===== config.mk =====
export PLATFORM = sky130hd
export DESIGN_NAME = pct_cell
export DESIGN_NICKNAME = d
export VERILOG_FILES = /design/src/hw/rtl/pct_pkg.sv /design/src/hw/rtl/pct_cell.sv
export SDC_FILE = /design/constraint.sdc
export NUM_CORES = 1
export LEC_CHECK = 0
export ABC_AREA = 1
export BUFFER_PORTS_ARGS = -buffer_cell sky130_fd_sc_hd__buf_4
export CAP_MARGIN = 20
export CORE_MARGIN = 5
export CORE_UTILIZATION = 50
export DETAILED_ROUTE_END_ITERATION = 10
export HOLD_SLACK_MARGIN = 0.15
export PLACE_DENSITY = 0.79
export SKIP_CTS_REPAIR_TIMING = 1
export SLEW_MARGIN = 40
export SYNTH_ARGS = -nofsm -noshare
export SYNTH_HDL_FRONTEND = slang
export SYNTH_SLANG_ARGS = --single-unit

===== constraint.sdc =====
create_clock -name clk -period 2.77 [get_ports clk]
set_input_delay 0.4155 -clock clk [delete_from_list [all_inputs] [get_ports clk]]
set_output_delay 0.4155 -clock clk [all_outputs]
set_load 0.05 [all_outputs]

===== src/hw/rtl/pct_pkg.sv =====
// Shared types and codes for the palette color table.
// Holds the token control flags that travel along the cell chain.
// No dependencies.
package pct_pkg;

	localparam int unsigned COLOR_W = 15;
	localparam int unsigned INDEX_W = 8;
	localparam int unsigned COUNT_W = 9;

	localparam logic [COLOR_W-1:0] BLACK_BGR555 = 15'h0000;

	localparam logic OP_INSERT = 1'b0;
	localparam logic OP_LOOKUP = 1'b1;

	// Flags of one beat travelling down the chain
	typedef struct packed {
		logic valid;   // slot carries a beat
		logic insert;  // beat asks for the color to be appended if absent
		logic found;   // an occupied cell upstream held the color
		logic placed;  // an empty cell upstream took the color
	} tok_ctrl_t;

endpackage


===== src/hw/rtl/pct_cell.sv =====
// One palette cell: stores one entry and compares or claims it for each passing beat.
// Depends on pct_pkg.
module pct_cell #(
	parameter int unsigned IDX         = 0,
	parameter int unsigned IDX_W       = 8,
	parameter int unsigned CNT_W       = 9,
	parameter bit          RESET_VALID = 1'b0
) (
	input  logic                        clk,
	input  logic                        arst_n,
	input  logic                        advance,
	input  pct_pkg::tok_ctrl_t          in_ctrl,
	input  logic [pct_pkg::COLOR_W-1:0] in_color,
	input  logic [IDX_W-1:0]            in_pos,
	input  logic [CNT_W-1:0]            in_count,
	output pct_pkg::tok_ctrl_t          out_ctrl,
	output logic [pct_pkg::COLOR_W-1:0] out_color,
	output logic [IDX_W-1:0]            out_pos,
	output logic [CNT_W-1:0]            out_count
);

	logic                        entry_valid_q;
	logic [pct_pkg::COLOR_W-1:0] entry_q;

	pct_pkg::tok_ctrl_t          ctrl_q;
	logic [pct_pkg::COLOR_W-1:0] color_q;
	logic [IDX_W-1:0]            pos_q;
	logic [CNT_W-1:0]            count_q;

	logic               hit;
	logic               claim;
	pct_pkg::tok_ctrl_t ctrl_d;
	logic [IDX_W-1:0]   pos_d;
	logic [CNT_W-1:0]   count_d;

	always_comb begin
		hit   = in_ctrl.valid && entry_valid_q && !in_ctrl.found && (in_color == entry_q);
		claim = in_ctrl.valid && !entry_valid_q && in_ctrl.insert &&
			!in_ctrl.found && !in_ctrl.placed;
		ctrl_d        = in_ctrl;
		ctrl_d.found  = in_ctrl.found | hit;
		ctrl_d.placed = in_ctrl.placed | claim;
		pos_d   = (hit || claim) ? IDX_W'(IDX) : in_pos;
		count_d = in_count + CNT_W'(entry_valid_q || claim);
	end

	// Entry state: fill once, in order along the chain
	always_ff @(posedge clk or negedge arst_n) begin
		if (!arst_n) begin
			entry_valid_q <= RESET_VALID;
			entry_q       <= pct_pkg::BLACK_BGR555;
		end else if (advance && claim) begin
			entry_valid_q <= 1'b1;
			entry_q       <= in_color;
		end
	end

	always_ff @(posedge clk or negedge arst_n) begin
		if (!arst_n) begin
			ctrl_q <= '0;
		end else if (advance) begin
			ctrl_q <= ctrl_d;
		end
	end

	always_ff @(posedge clk) begin
		if (advance) begin
			color_q <= in_color;
			pos_q   <= pos_d;
			count_q <= count_d;
		end
	end

	assign out_ctrl  = ctrl_q;
	assign out_color = color_q;
	assign out_pos   = pos_q;
	assign out_count = count_q;

endmodule


==> results.md, run 1 <==
- The flow ran to the end, and the final reports show no timing, DRC or antenna violations.
- The number of hold-slack violations in the final timing report came to 0.
- The static leakage is 1.46 nW.
- The number of diodes added for antenna fixing is 0.
- The clock sink count is 52.
- After floorplanning, the core was sized to cover 4440 sq um.
- The type of destination of the critical path is a flop.
- The global-route total usage across every layer is 16.0%.
- The instance count after placement with tap cells included is 355.
- Counting instances, the worst hold path has a depth of 1.
- The switching power as a share of total power is 29.4%.
- The area of the multi-input gates is 673 sq um.
- Dividing the synthesized area by the synthesized cell count gives 10.1 sq um.
- The number of antenna violations at the first check in global routing is 0.
- Across the run, the number of max-cap violations was 0.
- By area, the combinational part of the netlist is dominated by simple AND/OR/NAND/NOR gates.
- For this design the ratio of total power to cell area is 553 nW/um^2.
- The type of origin of the critical path is a flop.
- The share of the clock period used by the worst path is 75.6%.
- The post-layout instance area is 3030 sq um.
- The vertical die dimension is 78.3 microns.
- The total vias in the final route is 1675.
- The endpoint identified for the worst register-to-register timing path is out_count[8].
- After synthesis the netlist holds a flip-flop and latch count of 52.
- For hold timing, the worst endpoint is out_color[5].
- The maximum clock rate is 478 MHz.
- Once detailed placement completed, the half-perimeter wirelength came to 3370 microns.
- The required time of the critical path is 2.83 ns.
- The number of DRC violations after detailed routing is 0.
- The complex-gate fraction of the synthesized area is 6.06%.
- In this run the cell area of the synthesized design comes to 2330 sq um.
- The detailed router finished its first iteration with 79 violations.
- The startpoint of the tightest hold check path is in_color[5].
- The placed instances occupy a cell area of 2930 sq um.
- The largest net degree at the start of global routing is 38.
- The pre-antenna-repair detailed-routing pass consisted of 4 iterations.
- Per report_power, the clock group accounts for 26.5% of the total.
- The number of clock buffers added by TritonCTS is 5.
- The arrival time of data at the critical path endpoint is 2.16 ns.
- For the worst-skew pair, the clock arrives at the later sink with an insertion delay of 0.30 ns.
- The classification of the worst setup path is reg -> reg.
- Setup repair after global routing left no endpoint under its margin.
- The Yosys warning count is 0.
- The largest driver fanout on the critical path is 3.
- Measured against the total synthesized area, the mux share comes to 0%.
- The adder and majority gate portion of the synthesized area is 1.07%.
- Of the total synthesized cell area, the portion taken by AND, OR, NAND and NOR gates is 19.1%.
- In this run the critical register-to-register path is launched from entry_valid_q.
- Clock-pin slew was measured on the worst setup and hold paths at 0.09 ns.
- The number of H-tree levels is 2.
- Of the cells placed in the final design, the portion with a size suffix greater than 1 is 34.0%.
- Using the TritonRoute via totals, the vias-per-cell ratio works out to 4.60.
- The number of nets with antenna violations after routing is 0.
- The final critical delay including setup and external delays is 2.09 ns.
- The number of rows created at floorplan is 24.
- The count of port buffers added during placement is 74.
- The initial standard-cell utilization of the core is 52.5%.
- TritonCTS built the clock tree.
- Across the whole layout, storage elements account for 1460 sq um.
- The synthesized instance count is 231.
- The buffer type at the clock tree root is clkbuf_8.
- The wire length per cell is 12.5 microns.
- Per report_power, the combinational group accounts for 20.5% of the total.
- The path class of the lowest-slack min-delay path is in -> reg.
- The routability congestion estimate is 0.726.
- At the pin with the least slew margin, the transition time is 0.715 ns.
- For this run the aggregate overflow at the end of global routing stands at 0.
- Across the VDD grid, the largest voltage drop is 310 uV.
- Summed over all nets, the switching power comes to 0.000492 W.
- The top-level I/O count is 75.
- The number of max-slew violations in the final report is 0.
- The sequential share of the synthesized area is 62.6%.
- The first global-routing pass estimated 7710 microns of wire.
- The total wire length after detailed routing is 4550 microns.
- The worst slew slack as a fraction of its limit is 52.1%.
- The path depth of the worst reg2reg path is 11.
- Setup violations remaining at the end of the flow were counted as 0.
- The reg-to-reg setup timing slack is 0.68 ns.
- The via count of the first global-routing pass came to 1733.
- At the end of the flow, the number of nets in the layout was 352.
- The deepest clock path buffer count is 2.
- The die covers 6130 sq um.
- The share of the synthesized netlist area taken by xor and xnor gates is 2.63%.
- For this run, the number of standard cells in the final layout without fillers is 364.
- On the final layout, the worst clock skew is 0.00379 ns.
- The unique cell type count in the Yosys netlist is 20.
- The power after layout is 0.00168 W.
- Counting every net in the synthesized netlist gives 272.
- The horizontal extent of the die is 78.3 microns.
- The start point of the critical path is entry_valid_q.
- The area added between synthesis and finish is 29.9%.
- The accumulated negative setup slack is 0 ns.
- The relative contribution of sequential cells to total power is 53.0%.
- The cell-internal power is 0.00118 W.
- The filler cell count is 348.
-- layer usage --
metal | GRT usage (%) | share of wire [%] | vias up
met3 | 3.89 | 4.6 | 7
met1 | 18.6 | 42 | 759
met4 | 6.82 | 1.8 | 0
met5 | 0 | 0 | -
li1 | - | - | 869
met2 | 28.3 | 51 | 40
-- logic make-up after synthesis --
logic type	count (synthesis)
adder cells (fa/ha/maj)	2
flip-flops	52
AO/OA/AOI/OAI	17
buffers and inverters	47
AND/OR/NAND/NOR	106
XOR/XNOR	7
-- worst max-delay path, cell delays in order (launching register included) --
cell     delay [ns]
dfrtp_1        0.40
inv_2          0.08
nand4_2        0.11
nor2_2         0.13
inv_1          0.10
nand2_1        0.07
ha_1           0.16
ha_1           0.22
nand3_2        0.12
nor3b_2        0.21
nand3_1        0.12
xnor2_1        0.14
-- registers in the layout (all words and copies together) (netlist names) --
register	count
out_ctrl	4
out_count	9
out_color	15
entry_valid_q	1
entry_q	15
out_pos	8
-- metrics by stage --
stage                     hold WS, ns  utilization [%]  setup slack [ns]
after detailed placement        0.308             65.9             0.526
after floorplan                 0.120                -             0.835
after global routing            0.279             68.2             0.456
final                           0.299             68.2             0.676
after global placement          0.315             65.9             0.649
after CTS                     -0.0266             68.0             0.652
-- how the worst max path moves through the flow --
stage | end | slack, ns | cells after the start
after global placement | out_count[8] | 0.65 | 12
final | out_count[8] | 0.68 | 11
after global routing | out_count[8] | 0.46 | 11
after detailed placement | out_count[8] | 0.53 | 12
after floorplan | out_count[8] | 0.84 | 11
after CTS | out_count[8] | 0.65 | 11
-- synthesized netlist by cell type --
master	instances	share of area, %
nand2_1	73	12
xor2_1	5	1.9
nand3_1	4	0.86
nor3b_2	1	0.54
nand3_2	1	0.43
o21ai_2	15	5.6
inv_2	1	0.16
nor3_2	1	0.43
dfrtp_1	20	21
buf_6	3	1.4
nor2_2	1	0.27
nand2_2	1	0.27
ha_1	2	1.1
edfxtp_1	32	41
nand2_4	1	0.48
a21oi_1	2	0.43
inv_1	43	6.9
nor2_1	22	3.5
nand4_2	1	0.54
xnor2_1	2	0.75
-- cells in the final DEF (no fill, tap or decap), types with 2 or more instances in the layout --
cell type,netlist,layout
edfxtp_1,32,32
xnor2_1,2,2
clkinv_2,0,2
nand3_1,4,4
ha_1,2,2
nor2_1,22,22
a21oi_1,2,2
nand2_1,73,73
xor2_1,5,5
dfrtp_1,20,20
clkbuf_8,0,6
buf_4,0,75
o21ai_2,15,15
inv_1,43,43
-- power groups by stage --
stage	Combinational [W]	Clock (W)	Sequential, W
finish	0.000344	0.000444	0.000887
global route	0.000363	0.000494	0.000893
CTS	0.000347	0.000456	0.000888
detailed placement	0.000347	0	0.000904
global placement	0.000343	0	0.000903
floorplan	0.0000421	0	0.00106
-- area by class of cell --
| class | count | share of cell area (%) |
|---|---|---|
| Clock buffer | 6 | 2.73 |
| Clock inverter | 2 | 0.330 |
| Inverter | 44 | 5.45 |
| Multi-Input combinational cell | 132 | 22.2 |
| Sequential cell | 52 | 48.2 |
| Tap cell | 52 | 2.15 |
| Timing Repair Buffer | 76 | 18.9 |
Note: power is estimated with default switching activity, not from simulation.
==> inputs of run 2 (changes only) <==
ABC_AREA = 0   (was 1)
CORE_UTILIZATION = 49   (was 50)
clock period = 1.95 ns   (was 2.77 ns; I/O delays follow)
==> results.md, run 2 <==
- The flow ran to the end, and the final reports show no timing, DRC or antenna violations.
- Leaving out fill and tap cells, the most frequent cell in the layout is buf_4.
- The initial standard-cell utilization of the core is 49.8% (-2.7 points).
- The worst setup path endpoint is out_count[8].
- The portion of synthesized cell area occupied by the leading cell type came to 44.9% (+3.8 points).
- The most common cell type on the critical path is ha_4.
- The complex-gate fraction of the synthesized area was 0.702% (-5.4 points).
- The worst slew slack as a fraction of its limit is 65.4% (+13 points).
- The number of cells on the critical path is 9 (-2).
- The relative contribution of sequential cells to total power is 53.2% (+0.2 points).
- The critical path's largest stage delay is 0.39 ns (about the same).
- The horizontal extent of the die came to 76.1 microns (-2.9%).
- The top cell family by delay on the critical path is simple AND/OR/NAND/NOR gates.
- The signal on the critical path passes through nand4bb_4 > nor2_4 > or2_4 > ha_4 > ha_4 > nand2_1 > nor2_2 > nand3_1 > xnor2_1.
- From synthesis to final layout, the design area changed by 35.0%.
- The maximum clock rate came to 550 MHz (+15%).
- STA classifies the critical path endpoint as a flop.
- The wire length per cell was 16.3 microns (+30%).
- The fraction of power consumed by combinational cells is 25.8% (+5.3 points).
- The required time of the critical path is 2.00 ns (-0.83 ns).
- The type of origin of the critical path is a flop.
- The maximum resistive drop on vdd is 611 uV (+97%).
- The arrival time of data at the critical path endpoint was 1.87 ns (-0.29 ns).
- The critical register-to-register path startpoint is entry_valid_q.
- The deepest clock path buffer count is 2 (unchanged).
- The total vias in the final route is 1295 (-23%).
- The final count of negative-setup-slack endpoints is 0 (unchanged).
- The number of vias per cell came to 4.91 (+6.6%).
- The number of diodes added for antenna fixing is 0 (unchanged).
- The number of hold-slack violations in the final timing report is 0 (unchanged).
- The simple logic cell fraction of the synthesized area is 10.9% (-8.1 points).
- The share of final-layout standard cells stronger than drive strength 1 was 50.9% (+17 points).
- The power density relative to cell area was 918 nW/um^2 (+66%).
- The number of rows created at floorplan is 24 (unchanged).
- The capturing point of the worst reg2reg path is out_count[8].
- The number of iterations in the first detailed-routing pass is 4 (unchanged).
- The instance count after placement with tap cells included is 254 (-28%).
- The clock skew was 0.00438 ns (+0.000593 ns).
- The core area is 4290 sq um (-3.4%).
- The full die area is 5790 sq um (-5.7%).
- The net count of the mapped netlist is 169 (-38%).
- The iteration-0 DRC count of the detailed router is 53 (-33%).
- The Yosys warning count is 0 (unchanged).
- The netlist area before placement is 2140 sq um (-8.4%).
- The cell taking the most area after synthesis is edfxtp_1.
- The number of buffer and inverter instances along the worst setup path is 0 (-2).
- The routability congestion estimate is 0.717 (-1.3%).
- The switching power as a share of total power is 29.1% (-0.32 points).
- The largest net degree at the start of global routing is 23 (-39%).
- The final hold slack was 0.197 ns (-0.102 ns).
- The clock latency on the worst-skew pair is 0.29 ns (about the same).
- The filler cell count is 321 (-7.8%).
- Among all stages on the critical path, the largest delay is contributed by dfrtp_1.
- In the post-synthesis netlist, the biggest area contributors are edfxtp_1 (45%), dfrtp_1 (23%), mux2_2 (9.0%).
- In the synthesized netlist, the cells that appear most often are edfxtp_1 (32), dfrtp_1 (20), xnor2_1 (19), mux2_2 (17), nor3b_1 (8).
- The total wire length after detailed routing came to 4290 microns (-5.6%).
- The buffer type at the clock tree root is clkbuf_8.
- The clock slew at the register clock pins of the worst setup and hold paths is 0.08 ns (about the same).
- The number of enable flip-flop cells after synthesis is 32 (unchanged).
- The classification of the worst setup path is reg -> reg.
- The transition time of the tightest slew-check pin is 0.515 ns (-0.201 ns).
- The number of max-slew violations in the final report came to 0 (unchanged).
- The number of violations of the max-capacitance limit came to 0 (unchanged).
- The number of nets in the final layout came to 252 (-28%).
- The vertical die dimension came to 76.1 microns (-2.9%).
- The average footprint of a synthesized cell came to 16.7 sq um (+65%).
- The share of the synthesized netlist area taken by xor and xnor gates is 9.01% (+6.4 points).
- The fraction of synthesized area in multiplexers came to 8.95% (+9.0 points).
- The accumulated negative setup slack came to 0 ns (unchanged).
- The number of nets with antenna violations after routing is 0 (unchanged).
- The cell count of the worst hold path is 1 (unchanged).
- The path depth of the worst reg2reg path is 9 (-2).
- The number of antenna violations at the first check in global routing is 0 (unchanged).
- The CTS tree is yes.
- The overflow left after global routing came to 0 (unchanged).
- The start point of the critical path is entry_valid_q.
- The most used flip-flop cell after synthesis is edfxtp_1.
- The via count of the first global-routing pass is 1416 (-18%).
- The static leakage is 1.21 nW (-17%).
- The total of flip-flops plus latches after synthesis is 52 (unchanged).
- The area of all sequential standard cells came to 1460 sq um (unchanged).
- The cell-internal power is 0.00188 W (+59%).
- The unique cell type count in the Yosys netlist is 24 (+20%).
- The post-detailed-placement half-perimeter wirelength is 3320 microns (-1.6%).
- The reg-to-reg setup timing slack is 0.13 ns (-0.54 ns).
- The share of the clock period used by the worst path is 93.2% (+18 points).
- Among all cell types in the netlist, the one instantiated most often is edfxtp_1.
- The final critical delay including setup and external delays is 1.82 ns (-0.276 ns).
- The non-filler instance count after layout is 264 (-27%).
- The count of port buffers added during placement is 74 (unchanged).
- The top-level I/O count came to 75 (unchanged).
- The switching power summed over all nets is 0.000770 W (+56%).
- The area of the multi-input gates is 688 sq um (+2.2%).
- The power after layout was 0.00265 W (+58%).
- The global-route total usage across every layer was 15.0% (-1.0 points).
- The path class of the lowest-slack min-delay path is in -> reg.
- The dominant combinational cell family by area after synthesis is simple AND/OR/NAND/NOR gates.
- The synthesized instance count was 128 (-45%).
- The clock sink count came to 52 (unchanged).
- The async set or reset register ratio after synthesis is 38.5% (unchanged).
- The sequential share of the synthesized area came to 68.3% (+5.7 points).
- The adder and majority gate portion of the synthesized area came to 1.17% (+0.098 points).
- The global-route wire length before repair is 6940 microns (-9.9%).
- The largest driver fanout on the critical path is 3 (unchanged).
- The number of buffers created by CTS is 5 (unchanged).
- Leaving out fill and tap cells, the most frequent cells in the layout are buf_4 (77), edfxtp_1 (32), dfrtp_1 (20), xnor2_1 (19), mux2_2 (17).
- The part of the power in the clock network is 21.0% (-5.5 points).
- The number of DRC violations after detailed routing is 0 (unchanged).
- The number of H-tree levels came to 2 (unchanged).
run 2: cell types whose count changed in the layout (fill, tap and decap cells not counted), sizes merged, moves of 2 or more:
| cell | delta |
|---|---|
| a21oi | -2 |
| buf | +2 |
| inv | -43 |
| mux2 | +17 |
| nand2 | -72 |
| nand2b | +2 |
| nand4 | +3 |
| nor2 | -19 |
| nor3b | +7 |
| o21ai | -15 |
| xnor2 | +17 |
| xor2 | -2 |
run 2: cell type report:
class	count	share of cell area, %
sequential	52	50.6
clock inverter	2	0.260
clock buffer	6	2.51
timing repair buffer	78	20.4
multi-input combinational	73	23.8
tap	52	2.25
inverter	1	0.130
run 2: how the worst min path moves through the flow:
| stage | startpoint | to | slack, ns |
|---|---|---|---|
| after global placement | arst_n | entry_q[7] | 0.18 |
| after floorplan | arst_n | entry_q[0] | -0.003 |
| after CTS | arst_n | out_ctrl[0] | -0.14 |
| after detailed placement | arst_n | entry_q[7] | 0.19 |
| final | in_color[11] | out_color[11] | 0.20 |
| after global routing | in_color[11] | out_color[11] | 0.17 |
run 2: layer usage:
metal	wire length [microns]	global-route usage [%]	part of all wire, %	vias up
met4	27	4.72	0.63	0
met1	1560	16.2	36	622
li1	-	-	-	633
met2	2420	27.0	56	38
met3	287	5.56	6.7	2
met5	0	0	0	-
run 2: per-stage QoR:
step	instance area, sq um	setup WS, ns	utilization (%)
6_report	2890	0.132	67.2
5_1_grt	2890	-0.000828	67.2
4_1_cts	2870	0.105	66.8
3_5_place_dp	2790	0.108	64.9
3_3_place_gp	2790	0.171	64.9
2_1_floorplan	2170	0.0487	-
run 2: logic make-up after synthesis:
kind of cell / after synthesis
fa+ha+maj: 2
compound gates: 2
buf+inv: 3
xor+xnor: 22
mux: 17
simple gates: 30
flops: 52
run 2: worst reg2reg max path: stages (launching register included):
cell,delay (ns)
dfrtp_1,0.39
nand4bb_4,0.25
nor2_4,0.13
or2_4,0.13
ha_4,0.14
ha_4,0.14
nand2_1,0.06
nor2_2,0.12
nand3_1,0.10
xnor2_1,0.13
run 2: power groups by stage:
stage / registers [W] / clock network [W] / logic [W]
2_1_floorplan: 0.00163 / 0 / 0.000238
3_3_place_gp: 0.00142 / 0 / 0.000662
3_5_place_dp: 0.00143 / 0 / 0.000684
4_1_cts: 0.00141 / 0.000578 / 0.000685
5_1_grt: 0.00142 / 0.000629 / 0.000733
6_report: 0.00141 / 0.000556 / 0.000684
==> inputs of run 3 (changes only) <==
CORE_UTILIZATION = 40   (was 49)
PLACE_DENSITY = 0.66   (was 0.79)
==> results.md, run 3 (synthesized netlist as in run 2, its figures left out) <==
- The startpoint of the tightest hold check path is in_color[7].
- The placed cell area is 2810 sq um (+0.81%).
- In the layout the commonest cells are buf_4 (77), edfxtp_1 (32), dfrtp_1 (20), xnor2_1 (19), mux2_2 (17).
- The relative contribution of sequential cells to total power is 50.4% (-2.8 points).
- The number of nets with antenna violations after routing is 0 (unchanged).
- The number of violations of the max-capacitance limit was 0 (unchanged).
- The post-layout instance area is 2940 sq um (+1.7%).
- The most frequent standard cell in the layout excluding fill and tap cells is buf_4.
- The number of iterations in the first detailed-routing pass came to 4 (unchanged).
- The reg-to-reg setup timing slack is 0.14 ns (about the same).
- The wire length per cell is 15.1 microns (-7.0%).
- The count of port buffers added during placement came to 74 (unchanged).
- The path depth of the worst reg2reg path was 9 (unchanged).
- The maximum clock rate was 553 MHz (+0.60%).
- The post-detailed-placement half-perimeter wirelength was 3330 microns (+0.35%).
- The iteration-0 DRC count of the detailed router came to 29 (-45%).
- The clock sink count is 52 (unchanged).
- The share of final-layout standard cells stronger than drive strength 1 is 51.9% (+0.94 points).
- The capturing point of the worst reg2reg path is out_count[8].
- The total wire length after detailed routing is 4270 microns (-0.65%).
- The classification of the worst setup path is reg -> reg.
- The power density relative to cell area was 949 nW/um^2 (+3.4%).
- The horizontal extent of the die is 83.1 microns (+9.3%).
- The static leakage is 1.23 nW (+1.2%).
- The number of vias per cell is 4.75 (-3.1%).
- The startpoint identified for the worst register-to-register timing path is entry_valid_q.
- The accumulated negative setup slack is 0 ns (unchanged).
- The number of nets in the final layout is 252 (unchanged).
- The switching power summed over all nets was 0.000774 W (+0.49%).
- The deepest clock path buffer count came to 2 (unchanged).
- The global-route wire length before repair came to 7360 microns (+6.0%).
- The number of max-slew violations in the final report came to 0 (unchanged).
- The run finished with clean final reports.
- The vertical die dimension is 83.1 microns (+9.3%).
- The transition time of the tightest slew-check pin came to 0.495 ns (-0.0195 ns).
- The number of antenna violations at the first check in global routing came to 0 (unchanged).
- The largest net degree at the start of global routing is 24 (+4.3%).
- The overflow left after global routing is 0 (unchanged).
- The global-route total usage across every layer is 13.2% (-1.8 points).
- The largest driver fanout on the critical path came to 3 (unchanged).
- The number of DRC violations after detailed routing is 0 (unchanged).
- The core area is 5140 sq um (+20%).
- The number of H-tree levels was 2 (unchanged).
- The clock slew at the register clock pins of the worst setup and hold paths is 0.09 ns (about the same).
- The path class of the tightest hold or removal check is in -> reg.
- The worst slew slack as a fraction of its limit came to 66.7% (+1.3 points).
- The arrival time of data at the critical path endpoint came to 1.86 ns (about the same).
- The fraction of power consumed by combinational cells is 24.3% (-1.5 points).
- The part of the power in the clock network was 25.2% (+4.2 points).
- The full die area was 6910 sq um (+19%).
- The total vias in the final route is 1340 (+3.5%).
- The final count of negative-setup-slack endpoints is 0 (unchanged).
- The hold-critical path endpoint is out_color[7].
- The worst setup path is captured at a flop.
- The clock latency on the worst-skew pair came to 0.29 ns (about the same).
- The power after layout is 0.00279 W (+5.2%).
- The worst setup path is launched from a flop.
- The number of rows created at floorplan is 26 (+8.3%).
- The start point of the critical path is entry_valid_q.
- The share of the clock period used by the worst path was 92.7% (-0.56 points).
- The number of buffers created by CTS came to 5 (unchanged).
- TritonCTS built the clock tree.
- The number of hold-slack violations in the final timing report is 0 (unchanged).
- The required time of the critical path came to 2.00 ns (about the same).
- The initial standard-cell utilization of the core came to 41.6% (-8.2 points).
- The top-level I/O count came to 75 (unchanged).
- The routability congestion estimate was 0.720 (+0.54%).
- The cell-internal power is 0.00201 W (+7.1%).
- The final critical delay including setup and external delays came to 1.81 ns (-0.0109 ns).
- The via count of the first global-routing pass came to 1482 (+4.7%).
- Setup repair after global routing left no endpoint under its margin.
- The number of diodes added for antenna fixing is 0 (unchanged).
- The final hold slack is 0.192 ns (-0.00497 ns).
- The buffer type at the clock tree root is clkbuf_8.
- The clock skew is 0.00486 ns (+0.000484 ns).
- The cell count of the worst hold path is 1 (unchanged).
- From synthesis to final layout, the design area changed by 37.3%.
- The maximum resistive drop on vdd came to 485 uV (-21%).
- The switching power as a share of total power is 27.8% (-1.3 points).
-- run 3: cell count changes in the layout (fill, tap and decap cells not counted) --
cell | previous run | this run
clkinv_1 | 2 | 0
clkinv_2 | 0 | 1
bufinv_16 | 0 | 1
-- run 3: cell type report --
class | count | area (sq um)
Clock buffer | 6 | 72.6
Clock inverter | 2 | 35.0
Fill cell | 445 | 2200
Inverter | 1 | 3.75
Multi-Input combinational cell | 73 | 688
Sequential cell | 52 | 1460
Tap cell | 70 | 87.6
Timing Repair Buffer | 78 | 588
-- run 3: power groups by stage --
stage                     Clock, W  Sequential (W)  Combinational [W]
final                     0.000702         0.00141           0.000678
after global routing      0.000782         0.00142           0.000732
after CTS                 0.000729         0.00141           0.000683
after detailed placement         0         0.00143           0.000680
after global placement           0         0.00142           0.000668
after floorplan                  0         0.00163           0.000238
-- run 3: critical path: stages (launching register included) --
cell and delay, ns:
dfrtp_1 0.40, nand4bb_4 0.25, nor2_4 0.12, or2_4 0.13
ha_4 0.14, ha_4 0.14, nand2_1 0.05, nor2_2 0.11
nand3_1 0.10, xnor2_1 0.13
-- run 3: how the worst max path moves through the flow --
stage,end,slack [ns],depth (start not counted)
2_1_floorplan,out_count[8],0.05,9
3_3_place_gp,out_count[8],0.17,9
3_5_place_dp,out_count[8],0.11,9
4_1_cts,out_count[8],0.09,9
5_1_grt,out_count[8],0.003,9
6_report,out_count[8],0.14,9
-- run 3: metrics by stage --
| stage | cells | utilization [%] | setup WS [ns] |
|---|---|---|---|
| final | 282 | 57.1 | 0.143 |
| after detailed placement | 272 | 54.7 | 0.113 |
| after floorplan | 128 | - | 0.0487 |
| after global routing | 282 | 57.1 | 0.00290 |
| after CTS | 280 | 56.8 | 0.0949 |
| after global placement | 272 | 54.7 | 0.171 |
-- run 3: metal layers --
metal  routed length [microns]  up-vias  global-route usage, %
met5                         0        -                      0
met1                      1770      659                   16.0
li1                          -      630                      -
met3                       298        2                   5.15
met2                      2170       49                   21.8
met4                        25        0                   3.57
